## src/hw/rtl/stsa_pkg.sv

```systemverilog
// Package of the shadow tile shelf allocator: widths, codes and shared types.
// Depends on nothing; imported by every module of the block.
`timescale 1ns / 1ps
package stsa_pkg;

  localparam int unsigned SLOT_COUNT = 16;
  localparam int unsigned SLOT_W     = 4;
  localparam int unsigned DIST_W     = 24;
  localparam int unsigned SIDE_W     = 13;
  localparam int unsigned POS_W      = 13;
  localparam int unsigned COORD_W    = 12;
  localparam int unsigned CNT_W      = 5;
  localparam int unsigned LIGHT_W    = 32;
  localparam int unsigned CFG_IDX_W  = 3;
  localparam int unsigned CFG_DATA_W = 24;
  localparam int unsigned IN_DATA_W  = 64;
  localparam int unsigned OUT_DATA_W = 48;

  localparam logic [POS_W:0] ATLAS_SIDE = 14'd4096;

  localparam logic [DIST_W-1:0] NEAR_RST = 24'd5120;
  localparam logic [DIST_W-1:0] MID_RST  = 24'd12800;
  localparam logic [DIST_W-1:0] FAR_RST  = 24'd25600;
  localparam logic [SIDE_W-1:0] HIGH_RST = 13'd1024;
  localparam logic [SIDE_W-1:0] MED_RST  = 13'd512;
  localparam logic [SIDE_W-1:0] LOW_RST  = 13'd256;

  typedef enum logic [2:0] {
    ST_ALLOCATED = 3'd0,
    ST_NO_SHADOW = 3'd1,
    ST_FULL      = 3'd2,
    ST_NO_SLOT   = 3'd3,
    ST_FREED     = 3'd4,
    ST_IGNORED   = 3'd5
  } status_e;

  typedef enum logic [CFG_IDX_W-1:0] {
    CFG_NEAR   = 3'd0,
    CFG_MID    = 3'd1,
    CFG_FAR    = 3'd2,
    CFG_HIGH   = 3'd3,
    CFG_MEDIUM = 3'd4,
    CFG_LOW    = 3'd5
  } cfg_idx_e;

  typedef enum logic [0:0] {
    FUNC_ALLOC = 1'b0,
    FUNC_FREE  = 1'b1
  } func_e;

  typedef struct packed {
    logic capture;
    logic execute;
  } ctrl_cmd_t;

endpackage

```

## src/hw/rtl/stsa_datapath.sv

```systemverilog
// Datapath of the allocator: configuration, slot flags, shelf state and result register.
// Depends on stsa_pkg; driven by stsa_controller through ctrl_cmd_t.
`timescale 1ns / 1ps
module stsa_datapath (
  input  logic                                clk_i,
  input  logic                                rst_ni,
  input  logic                                cfg_we_i,
  input  logic [stsa_pkg::CFG_IDX_W-1:0]      cfg_idx_i,
  input  logic [stsa_pkg::CFG_DATA_W-1:0]     cfg_data_i,
  input  stsa_pkg::ctrl_cmd_t                 cmd_i,
  input  logic                                req_func_i,
  input  logic [stsa_pkg::IN_DATA_W-1:0]      req_data_i,
  output logic [2:0]                          rsp_status_o,
  output logic [stsa_pkg::OUT_DATA_W-1:0]     rsp_data_o
);
  import stsa_pkg::*;

  logic [DIST_W-1:0] near_q, mid_q, far_q;
  logic [SIDE_W-1:0] high_q, med_q, low_q;

  logic              func_q;
  logic [DIST_W-1:0] dist_q;
  logic [SLOT_W-1:0] slot_q;

  logic [SLOT_COUNT-1:0] active_q, active_d;
  logic [POS_W-1:0]      shelf_x_q, shelf_x_d;
  logic [POS_W-1:0]      shelf_y_q, shelf_y_d;
  logic [SIDE_W-1:0]     shelf_h_q, shelf_h_d;
  logic [CNT_W-1:0]      used_q, used_d;

  logic [2:0]         status_q, status_d;
  logic [SLOT_W-1:0]  sout_q, sout_d;
  logic [COORD_W-1:0] ox_q, ox_d, oy_q, oy_d;
  logic [SIDE_W-1:0]  osize_q, osize_d;

  logic [SIDE_W-1:0] side;
  logic              has_side;
  logic [SLOT_W-1:0] free_idx;
  logic              found;
  logic              advance;
  logic              fits;
  logic [POS_W-1:0]  x_a, y_a;
  logic [SIDE_W-1:0] h_a;
  logic [POS_W:0]    x_sum, y_sum, y_adv;
  logic              slot_valid;

  always_ff @(posedge clk_i or negedge rst_ni) begin
    if (!rst_ni) begin
      near_q <= NEAR_RST;
      mid_q  <= MID_RST;
      far_q  <= FAR_RST;
      high_q <= HIGH_RST;
      med_q  <= MED_RST;
      low_q  <= LOW_RST;
    end else if (cfg_we_i) begin
      case (cfg_idx_e'(cfg_idx_i))
        CFG_NEAR:   near_q <= cfg_data_i;
        CFG_MID:    mid_q  <= cfg_data_i;
        CFG_FAR:    far_q  <= cfg_data_i;
        CFG_HIGH:   high_q <= cfg_data_i[SIDE_W-1:0];
        CFG_MEDIUM: med_q  <= cfg_data_i[SIDE_W-1:0];
        CFG_LOW:    low_q  <= cfg_data_i[SIDE_W-1:0];
        default: ;
      endcase
    end
  end

  always_ff @(posedge clk_i) begin
    if (cmd_i.capture) begin
      func_q <= req_func_i;
      slot_q <= req_data_i[LIGHT_W+DIST_W+SLOT_W-1:LIGHT_W+DIST_W];
      dist_q <= req_data_i[LIGHT_W+DIST_W-1:LIGHT_W];
    end
  end

  always_comb begin
    has_side = 1'b1;
    if (dist_q <= near_q) begin
      side = high_q;
    end else if (dist_q <= mid_q) begin
      side = med_q;
    end else if (dist_q <= far_q) begin
      side = low_q;
    end else begin
      side     = '0;
      has_side = 1'b0;
    end
  end

  always_comb begin
    found    = 1'b0;
    free_idx = '0;
    for (int i = SLOT_COUNT - 1; i >= 0; i--) begin
      if (!active_q[i]) begin
        found    = 1'b1;
        free_idx = SLOT_W'(i);
      end
    end
  end

  always_comb begin
    x_sum   = {1'b0, shelf_x_q} + {1'b0, side};
    advance = x_sum > ATLAS_SIDE;
    y_adv   = {1'b0, shelf_y_q} + {1'b0, shelf_h_q};
    x_a     = advance ? '0 : shelf_x_q;
    y_a     = advance ? y_adv[POS_W-1:0] : shelf_y_q;
    h_a     = advance ? '0 : shelf_h_q;
    y_sum   = {1'b0, y_a} + {1'b0, side};
    fits    = y_sum <= ATLAS_SIDE;
  end

  assign slot_valid = ({1'b0, slot_q} < (SLOT_W + 1)'(SLOT_COUNT));

  always_comb begin
    active_d  = active_q;
    shelf_x_d = shelf_x_q;
    shelf_y_d = shelf_y_q;
    shelf_h_d = shelf_h_q;
    used_d    = used_q;
    status_d  = ST_NO_SHADOW;
    sout_d    = '0;
    ox_d      = '0;
    oy_d      = '0;
    osize_d   = '0;
    if (func_q == FUNC_ALLOC) begin
      if (!has_side) begin
        status_d = ST_NO_SHADOW;
      end else if (!found) begin
        status_d = ST_NO_SLOT;
      end else begin
        shelf_x_d = x_a;
        shelf_y_d = y_a;
        shelf_h_d = h_a;
        if (!fits) begin
          status_d = ST_FULL;
        end else begin
          shelf_x_d          = x_a + side;
          shelf_h_d          = (side > h_a) ? side : h_a;
          active_d[free_idx] = 1'b1;
          used_d             = used_q + 1'b1;
          status_d           = ST_ALLOCATED;
          sout_d             = free_idx;
          ox_d               = x_a[COORD_W-1:0];
          oy_d               = y_a[COORD_W-1:0];
          osize_d            = side;
        end
      end
    end else begin
      sout_d = slot_q;
      if (slot_valid && active_q[slot_q]) begin
        active_d[slot_q] = 1'b0;
        used_d           = used_q - 1'b1;
        status_d         = ST_FREED;
      end else begin
        status_d = ST_IGNORED;
      end
    end
  end

  always_ff @(posedge clk_i or negedge rst_ni) begin
    if (!rst_ni) begin
      active_q  <= '0;
      shelf_x_q <= '0;
      shelf_y_q <= '0;
      shelf_h_q <= '0;
      used_q    <= '0;
    end else if (cmd_i.execute) begin
      active_q  <= active_d;
      shelf_x_q <= shelf_x_d;
      shelf_y_q <= shelf_y_d;
      shelf_h_q <= shelf_h_d;
      used_q    <= used_d;
    end
  end

  always_ff @(posedge clk_i) begin
    if (cmd_i.execute) begin
      status_q <= status_d;
      sout_q   <= sout_d;
      ox_q     <= ox_d;
      oy_q     <= oy_d;
      osize_q  <= osize_d;
    end
  end

  assign rsp_status_o = status_q;
  assign rsp_data_o   = {2'b00, used_q, osize_q, oy_q, ox_q, sout_q};

endmodule

```

## src/hw/rtl/stsa_controller.sv

```systemverilog
// Controller of the allocator: request sequencing and result handshake.
// Depends on stsa_pkg; commands stsa_datapath through ctrl_cmd_t.
`timescale 1ns / 1ps
module stsa_controller (
  input  logic                clk_i,
  input  logic                rst_ni,
  input  logic                req_valid_i,
  output logic                req_ready_o,
  output logic                rsp_valid_o,
  input  logic                rsp_ready_i,
  output stsa_pkg::ctrl_cmd_t cmd_o
);
  import stsa_pkg::*;

  typedef enum logic [1:0] {
    S_IDLE = 2'b01,
    S_CALC = 2'b10
  } state_e;

  state_e state_q, state_d;
  logic   out_valid_q, out_valid_d;

  always_comb begin
    state_d       = state_q;
    cmd_o.capture = 1'b0;
    cmd_o.execute = 1'b0;
    case (state_q)
      S_IDLE: begin
        if (req_valid_i) begin
          cmd_o.capture = 1'b1;
          state_d       = S_CALC;
        end
      end
      S_CALC: begin
        if (!out_valid_q || rsp_ready_i) begin
          cmd_o.execute = 1'b1;
          state_d       = S_IDLE;
        end
      end
      default: state_d = S_IDLE;
    endcase
  end

  always_comb begin
    out_valid_d = out_valid_q;
    if (cmd_o.execute) begin
      out_valid_d = 1'b1;
    end else if (rsp_ready_i) begin
      out_valid_d = 1'b0;
    end
  end

  always_ff @(posedge clk_i or negedge rst_ni) begin
    if (!rst_ni) begin
      state_q     <= S_IDLE;
      out_valid_q <= 1'b0;
    end else begin
      state_q     <= state_d;
      out_valid_q <= out_valid_d;
    end
  end

  assign req_ready_o = (state_q == S_IDLE);
  assign rsp_valid_o = out_valid_q;

endmodule

```

## src/hw/rtl/shadow_tile_shelf_allocator.sv

```systemverilog
// Top level of the shadow tile shelf allocator: controller plus datapath.
// Depends on stsa_pkg, stsa_controller and stsa_datapath.
//
//   Channel   Direction  Handshake                 Contents
//   s_axis    in         tvalid/tready             allocate or free request
//   m_axis    out        tvalid/tready             status and placement
//   cfg       in         cfg_we_i                  limits and tile sides
//
// A request is captured in S_IDLE, then classified, placed and committed into
// the result register in S_CALC. The next request is taken while a result
// waits; a stalled result holds the controller in S_CALC until the output
// register frees. Reset clears all slots and the shelf and restores the
// register defaults at once.
`timescale 1ns / 1ps
module shadow_tile_shelf_allocator (
  input  logic                              clk_i,
  input  logic                              rst_ni,
  input  logic                              s_axis_tvalid,
  output logic                              s_axis_tready,
  // tdata: light_id [31:0], distance [55:32], slot [59:56], zero fill
  input  logic [stsa_pkg::IN_DATA_W-1:0]    s_axis_tdata,
  // tuser: func
  input  logic                              s_axis_tuser,
  output logic                              m_axis_tvalid,
  input  logic                              m_axis_tready,
  // tdata: slot_out [3:0], atlas_x [15:4], atlas_y [27:16], tile_size [40:28],
  // active_count [45:41], zero fill
  output logic [stsa_pkg::OUT_DATA_W-1:0]   m_axis_tdata,
  // tuser: status
  output logic [2:0]                        m_axis_tuser,
  input  logic                              cfg_we_i,
  input  logic [stsa_pkg::CFG_IDX_W-1:0]    cfg_idx_i,
  input  logic [stsa_pkg::CFG_DATA_W-1:0]   cfg_data_i
);
  import stsa_pkg::*;

  ctrl_cmd_t cmd;

  stsa_controller u_ctrl (
    .clk_i       (clk_i),
    .rst_ni      (rst_ni),
    .req_valid_i (s_axis_tvalid),
    .req_ready_o (s_axis_tready),
    .rsp_valid_o (m_axis_tvalid),
    .rsp_ready_i (m_axis_tready),
    .cmd_o       (cmd)
  );

  stsa_datapath u_dp (
    .clk_i        (clk_i),
    .rst_ni       (rst_ni),
    .cfg_we_i     (cfg_we_i),
    .cfg_idx_i    (cfg_idx_i),
    .cfg_data_i   (cfg_data_i),
    .cmd_i        (cmd),
    .req_func_i   (s_axis_tuser),
    .req_data_i   (s_axis_tdata),
    .rsp_status_o (m_axis_tuser),
    .rsp_data_o   (m_axis_tdata)
  );

endmodule

```

## config.mk

```make
export PLATFORM = sky130hd
export DESIGN_NAME = shadow_tile_shelf_allocator
export DESIGN_NICKNAME = d
export VERILOG_FILES = /design/src/hw/rtl/stsa_pkg.sv /design/src/hw/rtl/stsa_datapath.sv /design/src/hw/rtl/stsa_controller.sv /design/src/hw/rtl/shadow_tile_shelf_allocator.sv
export SDC_FILE = /design/constraint.sdc
export NUM_CORES = 1
export LEC_CHECK = 0
export BUFFER_PORTS_ARGS = -buffer_cell sky130_fd_sc_hd__buf_2
export CAP_MARGIN = 20
export CORE_UTILIZATION = 60
export DETAILED_ROUTE_END_ITERATION = 10
export PLACE_DENSITY = 0.91
export SYNTH_ARGS = -nofsm -noshare
export SYNTH_HDL_FRONTEND = slang
export SYNTH_HIERARCHICAL = 1
export SYNTH_SLANG_ARGS = --single-unit
```

## constraint.sdc

```tcl
create_clock -name clk_i -period 10.3 [get_ports clk_i]
set_input_delay 0 -clock clk_i [delete_from_list [all_inputs] [get_ports clk_i]]
set_output_delay 0 -clock clk_i [all_outputs]
set_load 0.02 [all_outputs]
```

After elaboration in Yosys (flattened, before gate mapping) --
Index checks and enable logic that the tools add are counted.
Storage, ports and cells: output and inout bits 53, input port bits 97, flip-flop bits (word level) 247, word-level logic and storage cells 151
Operators by class: bitwise gates (word level) 7, reductions and logical operators 19, eq/ne operators 10, add/subtract/negate cells 6, mux-type cells 78, magnitude comparators 10
Operators with widths (count):
- 13-bit 2-to-1 mux | 9
- 16-bit 2-to-1 mux | 5
- 4-bit 2-to-1 mux | 20
- 24-bit <= comparator | 3
- 1-bit 2-to-1 mux | 29
- 13-bit by 13-bit adder with 14-bit output | 2
- 13-bit adder | 2
- 5-bit 2-to-1 mux | 5
- 16-bit bitwise AND | 1
- 16-bit NOT | 1
- 16-bit bitwise OR | 1
- 14-bit by 13-bit > comparator with 1-bit output (second input constant) | 1
- 14-bit by 13-bit <= comparator with 1-bit output (second input constant) | 1
- 2-bit AND reduction | 7
- 13-bit > comparator | 1
- 4-bit by 5-bit < comparator with 1-bit output (second input constant) | 2
- 3-bit 2-to-1 mux | 3
- 1-bit demux with 4-bit select | 2
- 4-bit by 1-bit >= comparator with 1-bit output (second input constant) | 2
- 2-bit nonzero test | 4
- 3-bit by 2-bit == test with 1-bit output (second input constant) | 2
- 3-bit == test (second input constant) | 2
- 2-bit 2-to-1 mux | 3
- 5-bit by 1-bit adder with 5-bit output (second input constant) | 1
- 16 further kinds | 21

Depth between registers and ports, before layout --
Gate-level depths: netlist of run 1.
depth after elaboration 25, depth in mapped cells 36, mapped depth without buffers 32

Modules after synthesis --
Netlist of run 1, hierarchy kept.
By module, submodules not included:
- stsa_datapath | seq. area each 6485.0 um^2, area an instance 14462.6 um^2, cells an instance 1372, times used 1
- stsa_controller | seq. area each 76.3 um^2, area an instance 137.6 um^2, cells an instance 12, times used 1

Worst setup path after synthesis of run 1 --
OpenSTA, ideal clock, no wires.
path kind register -> register, from register u_dp.mid_q[13], to register u_dp.shelf_h_q[10], buffers on the path 4, path slack 1.639 ns, required time 10.174 ns, clock period less this slack 8.661 ns, library setup time 0.126 ns, arrival 8.536 ns, cell stages (with the launch flop) 36, cell sequence dfstp_2 > inv_1 > ha_1 > and4_1 > and4bb_2 > o311ai_0 > o311ai_0 > nand2_1 > nor4b_4 > clkbuf_1 > a211o_1 > inv_1 > fa_1 > a21o_1 > a221oi_2 > a21o_1 > nor2_1 > or4_4 > o41ai_2 > o221a_4 > buf_12 > mux2_4 > ha_1 > fa_1 > a211o_1 > a21oi_1 > nor2_1 > or4_1 > a2111oi_2 > a21oi_1 > buf_6 > a211oi_4 > nand2_1 > a21o_4 > buf_12 > o2bb2ai_1
On the way: word-level cells in the longest chain between the ends 9, elaborated cells on any way between the ends 15, classes of those cells 2 x add/sub; 4 x order compare; 8 x mux; 1 x reduce/logical
Ends and longest elaborated chain:
- start: declaration | RTL line stsa_datapath.sv:18 | logic [DIST_W-1:0] near_q, mid_q, far_q;
- start signal: assignment | RTL line stsa_datapath.sv:58 | CFG_MID: mid_q <= cfg_data_i;
- 24-bit <= comparator | RTL line stsa_datapath.sv:80 | end else if (dist_q <= mid_q) begin
- 13-bit 2-to-1 mux | RTL line stsa_datapath.sv:80
- 13-bit 2-to-1 mux | RTL line stsa_datapath.sv:78 | if (dist_q <= near_q) begin
- via u_dp.side[1] | RTL line stsa_datapath.sv:36 | logic [SIDE_W-1:0] side;
- 13-bit by 13-bit adder with 14-bit output | RTL line stsa_datapath.sv:102 | x_sum = {1'b0, shelf_x_q} + {1'b0, side};
- 14-bit by 13-bit > comparator with 1-bit output | RTL line stsa_datapath.sv:103 | advance = x_sum > ATLAS_SIDE;
- 13-bit 2-to-1 mux | RTL line stsa_datapath.sv:106 | y_a = advance ? y_adv[POS_W-1:0] : shelf_y_q;
- via u_dp.y_a[0] | RTL line stsa_datapath.sv:42 | logic [POS_W-1:0] x_a, y_a;
- 13-bit by 13-bit adder with 14-bit output | RTL line stsa_datapath.sv:108 | y_sum = {1'b0, y_a} + {1'b0, side};
- 14-bit by 13-bit <= comparator with 1-bit output | RTL line stsa_datapath.sv:109 | fits = y_sum <= ATLAS_SIDE;
- 13-bit 2-to-1 mux | RTL line stsa_datapath.sv:134 | if (!fits) begin
- end signal: assignment | RTL line stsa_datapath.sv:171 | shelf_h_q <= shelf_h_d;
- end: declaration | RTL line stsa_datapath.sv:28 | logic [SIDE_W-1:0] shelf_h_q, shelf_h_d;
The timed path passes the listed nets, and every way through them passes these cells. A chain may end at the register's enable or synchronous reset.

Worst setup path after layout of run 1 --
from register u_dp.mid_q[9], to register u_dp.shelf_h_q[7]
The elaborated chain is that of the path after synthesis.

==> results of run 1 <==
==> final cells by class <==
class                      instances  area (um2)
clock buffer                      42         857
fill                            1559        6580
clock inverter                    10         151
timing repair buffer             186        1310
tap                              319         399
inverter                         115         432
multi-input combinational        976        7390
sequential                       247        6560
==> flip-flops by register name, summed over array words and instances, names as in the netlist, 2 cells and up <==
| signal | flops |
|---|---|
| u_dp/mid_q | 24 |
| u_dp/osize_q | 13 |
| u_dp/far_q | 24 |
| u_dp/near_q | 24 |
| u_dp/low_q | 13 |
| u_dp/ox_q | 12 |
| u_dp/high_q | 13 |
| u_dp/slot_q | 4 |
| u_dp/rsp_status_o | 3 |
| u_dp/oy_q | 12 |
| u_ctrl/state_q | 2 |
| u_dp/used_q | 5 |
| u_dp/dist_q | 24 |
| u_dp/shelf_x_q | 13 |
| u_dp/med_q | 13 |
| u_dp/sout_q | 4 |
| u_dp/active_q | 16 |
| u_dp/shelf_y_q | 13 |
| u_dp/shelf_h_q | 13 |
==> worst max-delay path by stage <==
| stage | cells after the start | end |
|---|---|---|
| detailed placement | 32 | u_dp/shelf_h_q[6] |
| floorplan | 35 | u_dp/shelf_h_q[10] |
| CTS | 32 | u_dp/shelf_h_q[7] |
| global route | 32 | u_dp/shelf_h_q[6] |
| finish | 32 | u_dp/shelf_h_q[7] |
| global placement | 32 | u_dp/shelf_h_q[10] |
==> cells in the final DEF (no fill, tap or decap), types with 17 or more instances in the layout <==
| master | n |
|---|---|
| sky130_fd_sc_hd__dfrtp_1 | 162 |
| sky130_fd_sc_hd__ha_1 | 138 |
| sky130_fd_sc_hd__nand2_1 | 126 |
| sky130_fd_sc_hd__o21ai_0 | 122 |
| sky130_fd_sc_hd__inv_1 | 115 |
| sky130_fd_sc_hd__buf_2 | 110 |
| sky130_fd_sc_hd__nor2_1 | 78 |
| sky130_fd_sc_hd__edfxtp_1 | 73 |
| sky130_fd_sc_hd__a21oi_1 | 60 |
| sky130_fd_sc_hd__dlygate4sd3_1 | 58 |
| sky130_fd_sc_hd__mux2_2 | 54 |
| sky130_fd_sc_hd__clkbuf_16 | 31 |
| sky130_fd_sc_hd__and2_1 | 28 |
| sky130_fd_sc_hd__nand3_1 | 25 |
| sky130_fd_sc_hd__xnor2_1 | 24 |
| sky130_fd_sc_hd__a21o_1 | 20 |
| sky130_fd_sc_hd__a211o_1 | 17 |
| sky130_fd_sc_hd__nand4_1 | 17 |
==> power breakdown <==
group / switching, uW / internal [uW] / total [uW]
Sequential: 141 / 1230 / 1370
Combinational: 1520 / 1100 / 2620
Clock: 410 / 653 / 1060
==> cell families (layout without fill, tap and decap cells) <==
group	count (synthesis)	count (layout)	share of synthesized area
multiplexers	91	91	0.0768
other	1	2	0.000257
adder cells (fa/ha/maj)	143	143	0.125
AND/OR/NAND/NOR	363	363	0.124
AO/OA/AOI/OAI	343	343	0.156
buffers and inverters	162	353	0.0477
flip-flops	247	247	0.449
XOR/XNOR	34	34	0.0204
==> routing by layer <==
layer | vias to the layer above | wire length [um]
met5 | - | 0
met4 | 0 | 1520
met3 | 129 | 2860
met2 | 620 | 18600
met1 | 5636 | 14700
li1 | 5349 | -
==> critical path: cells and delay by family (launching register included) <==
kind	cells	cell delay (ns)
buf+inv	3	0.44
mux	1	0.34
compound gates	14	3.86
flops	1	0.51
fa+ha+maj	5	1.62
simple gates	9	2.95
==> metrics by stage <==
stage | hold WS, ns | worst slack [ns] | area (um2)
5_1_grt | 0.0414 | 0.0969 | 17100
3_3_place_gp | 0.146 | 1.06 | 15500
4_1_cts | 0.0137 | 0.678 | 17100
2_1_floorplan | -0.296 | 1.64 | 14600
3_5_place_dp | 0.155 | 0.851 | 15500
6_report | 0.0417 | 0.495 | 17100
==> results.toml, run 1 <==
[min_path]
hold_path_depth = 3
worst_hold_startpoint = "cfg_idx_i[0]"
hold_class = "input port to flip-flop"
min_to = "u_dp/med_q[5]"

[clock_tree]
clock_path_buffers = 3
post_cts_buffers = 0
num_cts_buffers = 28
htreeDepth = 1
cts-root-buf = "sky130_fd_sc_hd__clkbuf_16"
insertion_delay_ns = 0.56
cts_tree = "yes"
cts_resized = 0
worst_setup_hold_path_clk_slew_ns = 0.06
clkSinkCount = 247
ctsHoldBuffers = 58

[die]
initial_core_util = 0.616
std_cell_rows = 56
core-area_um2 = 23700
num_io_pins = 150
chipHeight_um = 158
die_w_um = 158
die-area_um2 = 25000

[sta]
timing.final.setup_violations = 0
finalHoldViolCount = 0
slew_violations = 0
tightestPinTransition_ns = 0.905
finClkSkew_ns = 0.0195
tns_ns = 0
rsz_0062_raised_after_global_routing = "false"
maxClockFrequency_mhz = 102
period_share = 0.952
relSlewSlack = 0.394
finalCriticalPeriod_ns = 9.81

[placement]
place_inst = 1784
io_buffer_count = 111
finalWeightedCongestion = 0.937
detailed_place_hpwl_um = 24300

[pwr]
total_power_uw = 5050
power_density_nw_per_um2 = 296
power.leakage_uw = 0.00784
peak_vdd_ir_mv = 0.259

[logic_synthesis]
synthTopCellsByArea = "sky130_fd_sc_hd__dfrtp_1, sky130_fd_sc_hd__edfxtp_1, sky130_fd_sc_hd__ha_1"
netlist_cell_types = 87
synth_edf_count = 73
synth_top_area_frac = 0.278
synth_ff_type = "sky130_fd_sc_hd__dfrtp_1"
synth.cells.most_frequent = "sky130_fd_sc_hd__dfrtp_1, sky130_fd_sc_hd__ha_1, sky130_fd_sc_hd__nand2_1"
ys_seq_elements = 247
yosysTopAreaCell = "sky130_fd_sc_hd__dfrtp_1"
synth.avg_cell_area_um2 = 10.5
synthMostInstantiatedCell = "sky130_fd_sc_hd__dfrtp_1"
netlist_area_pre_place_um2 = 14600
async_flop_share = 0.704
post_synth_inst_count = 1384
synth_seq_area_share = 0.449
warnings_synthesis = 6

[setup_path]
critPathMaxFanout = 12
critical_path.max_stage_delay_ns = 0.59
critPathKind = "flip-flop to flip-flop"
start_kind = "flip-flop"
crit_path_frequent_cell = "sky130_fd_sc_hd__ha_1"
setup.reg_to_reg.worst_slack_ns = 0.49
launch_point_of_the_critical_path = "u_dp/mid_q[9]"
required_ns = 10.76
critical_path.reg2reg.startpoint = "u_dp/mid_q[9]"
crit-reg2reg-capture = "u_dp/shelf_h_q[7]"
r2r_cells = 32
worst-endpoint-arrival_ns = 10.27
endpoint_kind = "flip-flop"
slowest_cell_on_the_critical_path = "sky130_fd_sc_hd__nor4b_4"

[grt]
first_global_vias = 11898
globalRouteMet3Util = 0.0454
grt_util_met2 = 0.536
grt.overflow.total = 0
grt_start_max_net_pins = 94
groute.usage.overall = 0.312
met1_usage = 0.394
antenna_found_initial = 0
grt_pass1_wl_um = 60700
grt.busiest_layer = "met2"

[flow_run]
max_cap_violations = 0

[routing]
detail_route.first_pass.iterations = 7
detail_route.wirelength_um = 37700
routed-via-count = 11734
antenna_violating_nets_post_route = 0
post_drt_via_cell_ratio = 6.19
drc_viols = 0
drtIter0Drc = 1059
avgRoutedWirePerCell_um = 19.9

[finish]
layout.core_utilization = 0.722
n_antenna_cell = 0
stdcell_count = 1895
drive_gt1_frac = 0.187
area_growth_syn_to_layout_pct = 17.1
layout_net_count = 1794

[status]
run_status = "finished clean"
Power figures use the tool's default switching activity.
==> run 2, diff against run 1 <==
--- a/config.mk
+++ b/config.mk
@@ -7,10 +7,12 @@
 export LEC_CHECK = 0
 export BUFFER_PORTS_ARGS = -buffer_cell sky130_fd_sc_hd__buf_2
 export CAP_MARGIN = 20
-export CORE_UTILIZATION = 60
+export CELL_PAD_IN_SITES_DETAIL_PLACEMENT = 1
+export CELL_PAD_IN_SITES_GLOBAL_PLACEMENT = 2
+export CORE_UTILIZATION = 39
 export DETAILED_ROUTE_END_ITERATION = 10
 export PLACE_DENSITY = 0.91
+export SKIP_CTS_REPAIR_TIMING = 1
 export SYNTH_ARGS = -nofsm -noshare
 export SYNTH_HDL_FRONTEND = slang
-export SYNTH_HIERARCHICAL = 1
 export SYNTH_SLANG_ARGS = --single-unit
==> results.toml, run 2 <==
[status]
run_status = "finished clean"

[placement]
finalWeightedCongestion = 0.905
io_buffer_count = 111
place_ws_ns = 0.709
detailed_place_hpwl_um = 29100
place_inst = 1962

[logic_synthesis]
synth.cells.most_frequent = "sky130_fd_sc_hd__dfrtp_1, sky130_fd_sc_hd__nand2_1, sky130_fd_sc_hd__ha_1"
synth_top_area_frac = 0.281
ys_seq_elements = 247
netlist_cell_types = 76
yosysTopAreaCell = "sky130_fd_sc_hd__dfrtp_1"
synthTopCellsByArea = "sky130_fd_sc_hd__dfrtp_1, sky130_fd_sc_hd__edfxtp_1, sky130_fd_sc_hd__ha_1"
synthMostInstantiatedCell = "sky130_fd_sc_hd__dfrtp_1"
synth.avg_cell_area_um2 = 10.3
synth_ff_type = "sky130_fd_sc_hd__dfrtp_1"
netlist_area_pre_place_um2 = 14400
synth_seq_area_share = 0.455
synth_edf_count = 73
warnings_synthesis = 0
post_synth_inst_count = 1402
async_flop_share = 0.704

[sta]
finClkSkew_ns = 0.0175
finalCriticalPeriod_ns = 9.71
period_share = 0.943
slew_violations = 0
rsz_0062_raised_after_global_routing = "false"
finalHoldViolCount = 0
maxClockFrequency_mhz = 103
tightestPinTransition_ns = 1.01
timing.final.setup_violations = 0
tns_ns = 0
postLayoutSetupSlackWorst_ns = 0.589
relSlewSlack = 0.328

[finish]
area_growth_syn_to_layout_pct = 19.2
layout.core_utilization = 0.471
layout_common_cells = "sky130_fd_sc_hd__dfrtp_1, sky130_fd_sc_hd__nand2_1, sky130_fd_sc_hd__ha_1, sky130_fd_sc_hd__buf_2, sky130_fd_sc_hd__o21ai_0"
multi_input_comb_area_um2 = 7290
stdcell_count = 2075
layout_net_count = 1824
layout.filler_cells = 4033
layout.area.seq_um2 = 6560
layout.cells.most_common = "sky130_fd_sc_hd__dfrtp_1"
n_antenna_cell = 0
drive_gt1_frac = 0.175

[clock_tree]
clock_path_buffers = 3
insertion_delay_ns = 0.58
clkSinkCount = 247
worst_setup_hold_path_clk_slew_ns = 0.07
num_cts_buffers = 29
cts_tree = "yes"
cts-root-buf = "sky130_fd_sc_hd__clkbuf_16"
htreeDepth = 1

[flow_run]
max_cap_violations = 0

[grt]
grt_pass1_wl_um = 65100
groute.usage.overall = 0.215
antenna_found_initial = 0
grt_start_max_net_pins = 100
grt.overflow.total = 0
first_global_vias = 12005

[setup_path]
crit-reg2reg-capture = "u_dp.shelf_h_q[0]"
slowest_cell_on_the_critical_path = "sky130_fd_sc_hd__or4b_1"
critPathMaxFanout = 18
endpoint_kind = "flip-flop"
critPathKind = "flip-flop to flip-flop"
launch_point_of_the_critical_path = "u_dp.dist_q[23]"
setup.worst_path.end = "u_dp.shelf_h_q[0]"
r2r_cells = 32
start_kind = "flip-flop"
critical_path.max_stage_delay_ns = 0.59
worst-endpoint-arrival_ns = 10.17
setup.reg_to_reg.worst_slack_ns = 0.59
critical_path.reg2reg.startpoint = "u_dp.dist_q[23]"
required_ns = 10.76

[die]
core-area_um2 = 36500
die_w_um = 194
initial_core_util = 0.395
std_cell_rows = 70
die-area_um2 = 37800
num_io_pins = 150
chipHeight_um = 194

[min_path]
hold_class = "input port to flip-flop"

[pwr]
clock_network_fraction_of_design_power = 0.236
power_frac_comb = 0.468
intPower_uw = 2770
power.leakage_uw = 0.00769
seq_power_share = 0.296
power_density_nw_per_um2 = 271
power.share.switching = 0.404
switching_power_uw = 1880
peak_vdd_ir_mv = 0.165
total_power_uw = 4650

[routing]
avgRoutedWirePerCell_um = 19.7
drtIter0Drc = 549
routed-via-count = 11403
drc_viols = 0
detail_route.wirelength_um = 41000
antenna_violating_nets_post_route = 0
detail_route.first_pass.iterations = 5
post_drt_via_cell_ratio = 5.50
run 2: cell count changes in the layout (fill, tap and decap cells not counted), sizes merged, moves of 13 or more:
cell,delta
nand2,+19
a211o,-15
a22o,+15
nor2b,+15
a21oi,+14
buf,+13
inv,-13
run 2: critical path, delay by kind of cell, from the launching register on:
family	cells	cell delay [ns]
simple gates	13	3.55
compound gates	11	3.29
fa+ha+maj	5	1.73
flops	1	0.46
buf+inv	2	0.38
xor+xnor	1	0.17
run 2: stage by stage:
| step | instance area [um2] | hold WS, ns |
|---|---|---|
| finish | 17200 | 0.0458 |
| global route | 17200 | 0.0748 |
| CTS | 16600 | -0.436 |
| detailed placement | 15600 | 0.179 |
| global placement | 15600 | 0.177 |
| floorplan | 14400 | -0.296 |
run 2: worst min path at each step:
stage                     slack, ns              from                  to  depth (start not counted)
after floorplan               -0.30            rst_ni  u_ctrl.rsp_valid_o                          0
after global placement         0.18  s_axis_tdata[46]     u_dp.dist_q[14]                          1
after detailed placement       0.18  s_axis_tdata[48]     u_dp.dist_q[16]                          1
after CTS                     -0.44  s_axis_tdata[54]     u_dp.dist_q[22]                          1
after global routing           0.07          cfg_we_i       u_dp.med_q[4]                          4
final                          0.05          cfg_we_i       u_dp.med_q[4]                          4
run 2: final cells by class:
class / count / share of cell area
clock buffer: 43 / 0.0493
clock inverter: 11 / 0.00982
tap: 468 / 0.0340
multi-input combinational: 1006 / 0.424
timing repair buffer: 198 / 0.0792
sequential: 247 / 0.382
inverter: 102 / 0.0223
run 2: layer usage:
metal	global-route usage	vias to the layer above	routed length [um]	share of wire
li1	-	5424	-	-
met1	0.277	5710	17900	0.44
met2	0.378	201	20700	0.50
met3	0.0260	68	1320	0.032
met4	0.0594	0	1010	0.025
met5	0	-	0	0
run 2: cells by family after synthesis:
kind of cell,after synthesis,synth area share
AND/OR/NAND/NOR,401,0.134
AO/OA/AOI/OAI,349,0.159
flip-flops,247,0.455
buffers and inverters,150,0.0418
adder cells (fa/ha/maj),143,0.127
multiplexers,77,0.0629
XOR/XNOR,34,0.0206
other,1,0.000260
run 2: power groups by stage:
| stage | clock, uW | combinational [uW] | sequential [uW] |
|---|---|---|---|
| after detailed placement | 0 | 2130 | 1390 |
| after global placement | 0 | 2040 | 1380 |
| final | 1100 | 2180 | 1380 |
| after CTS | 1130 | 2150 | 1380 |
| after floorplan | 0 | 1510 | 1360 |
| after global routing | 1160 | 2420 | 1400 |
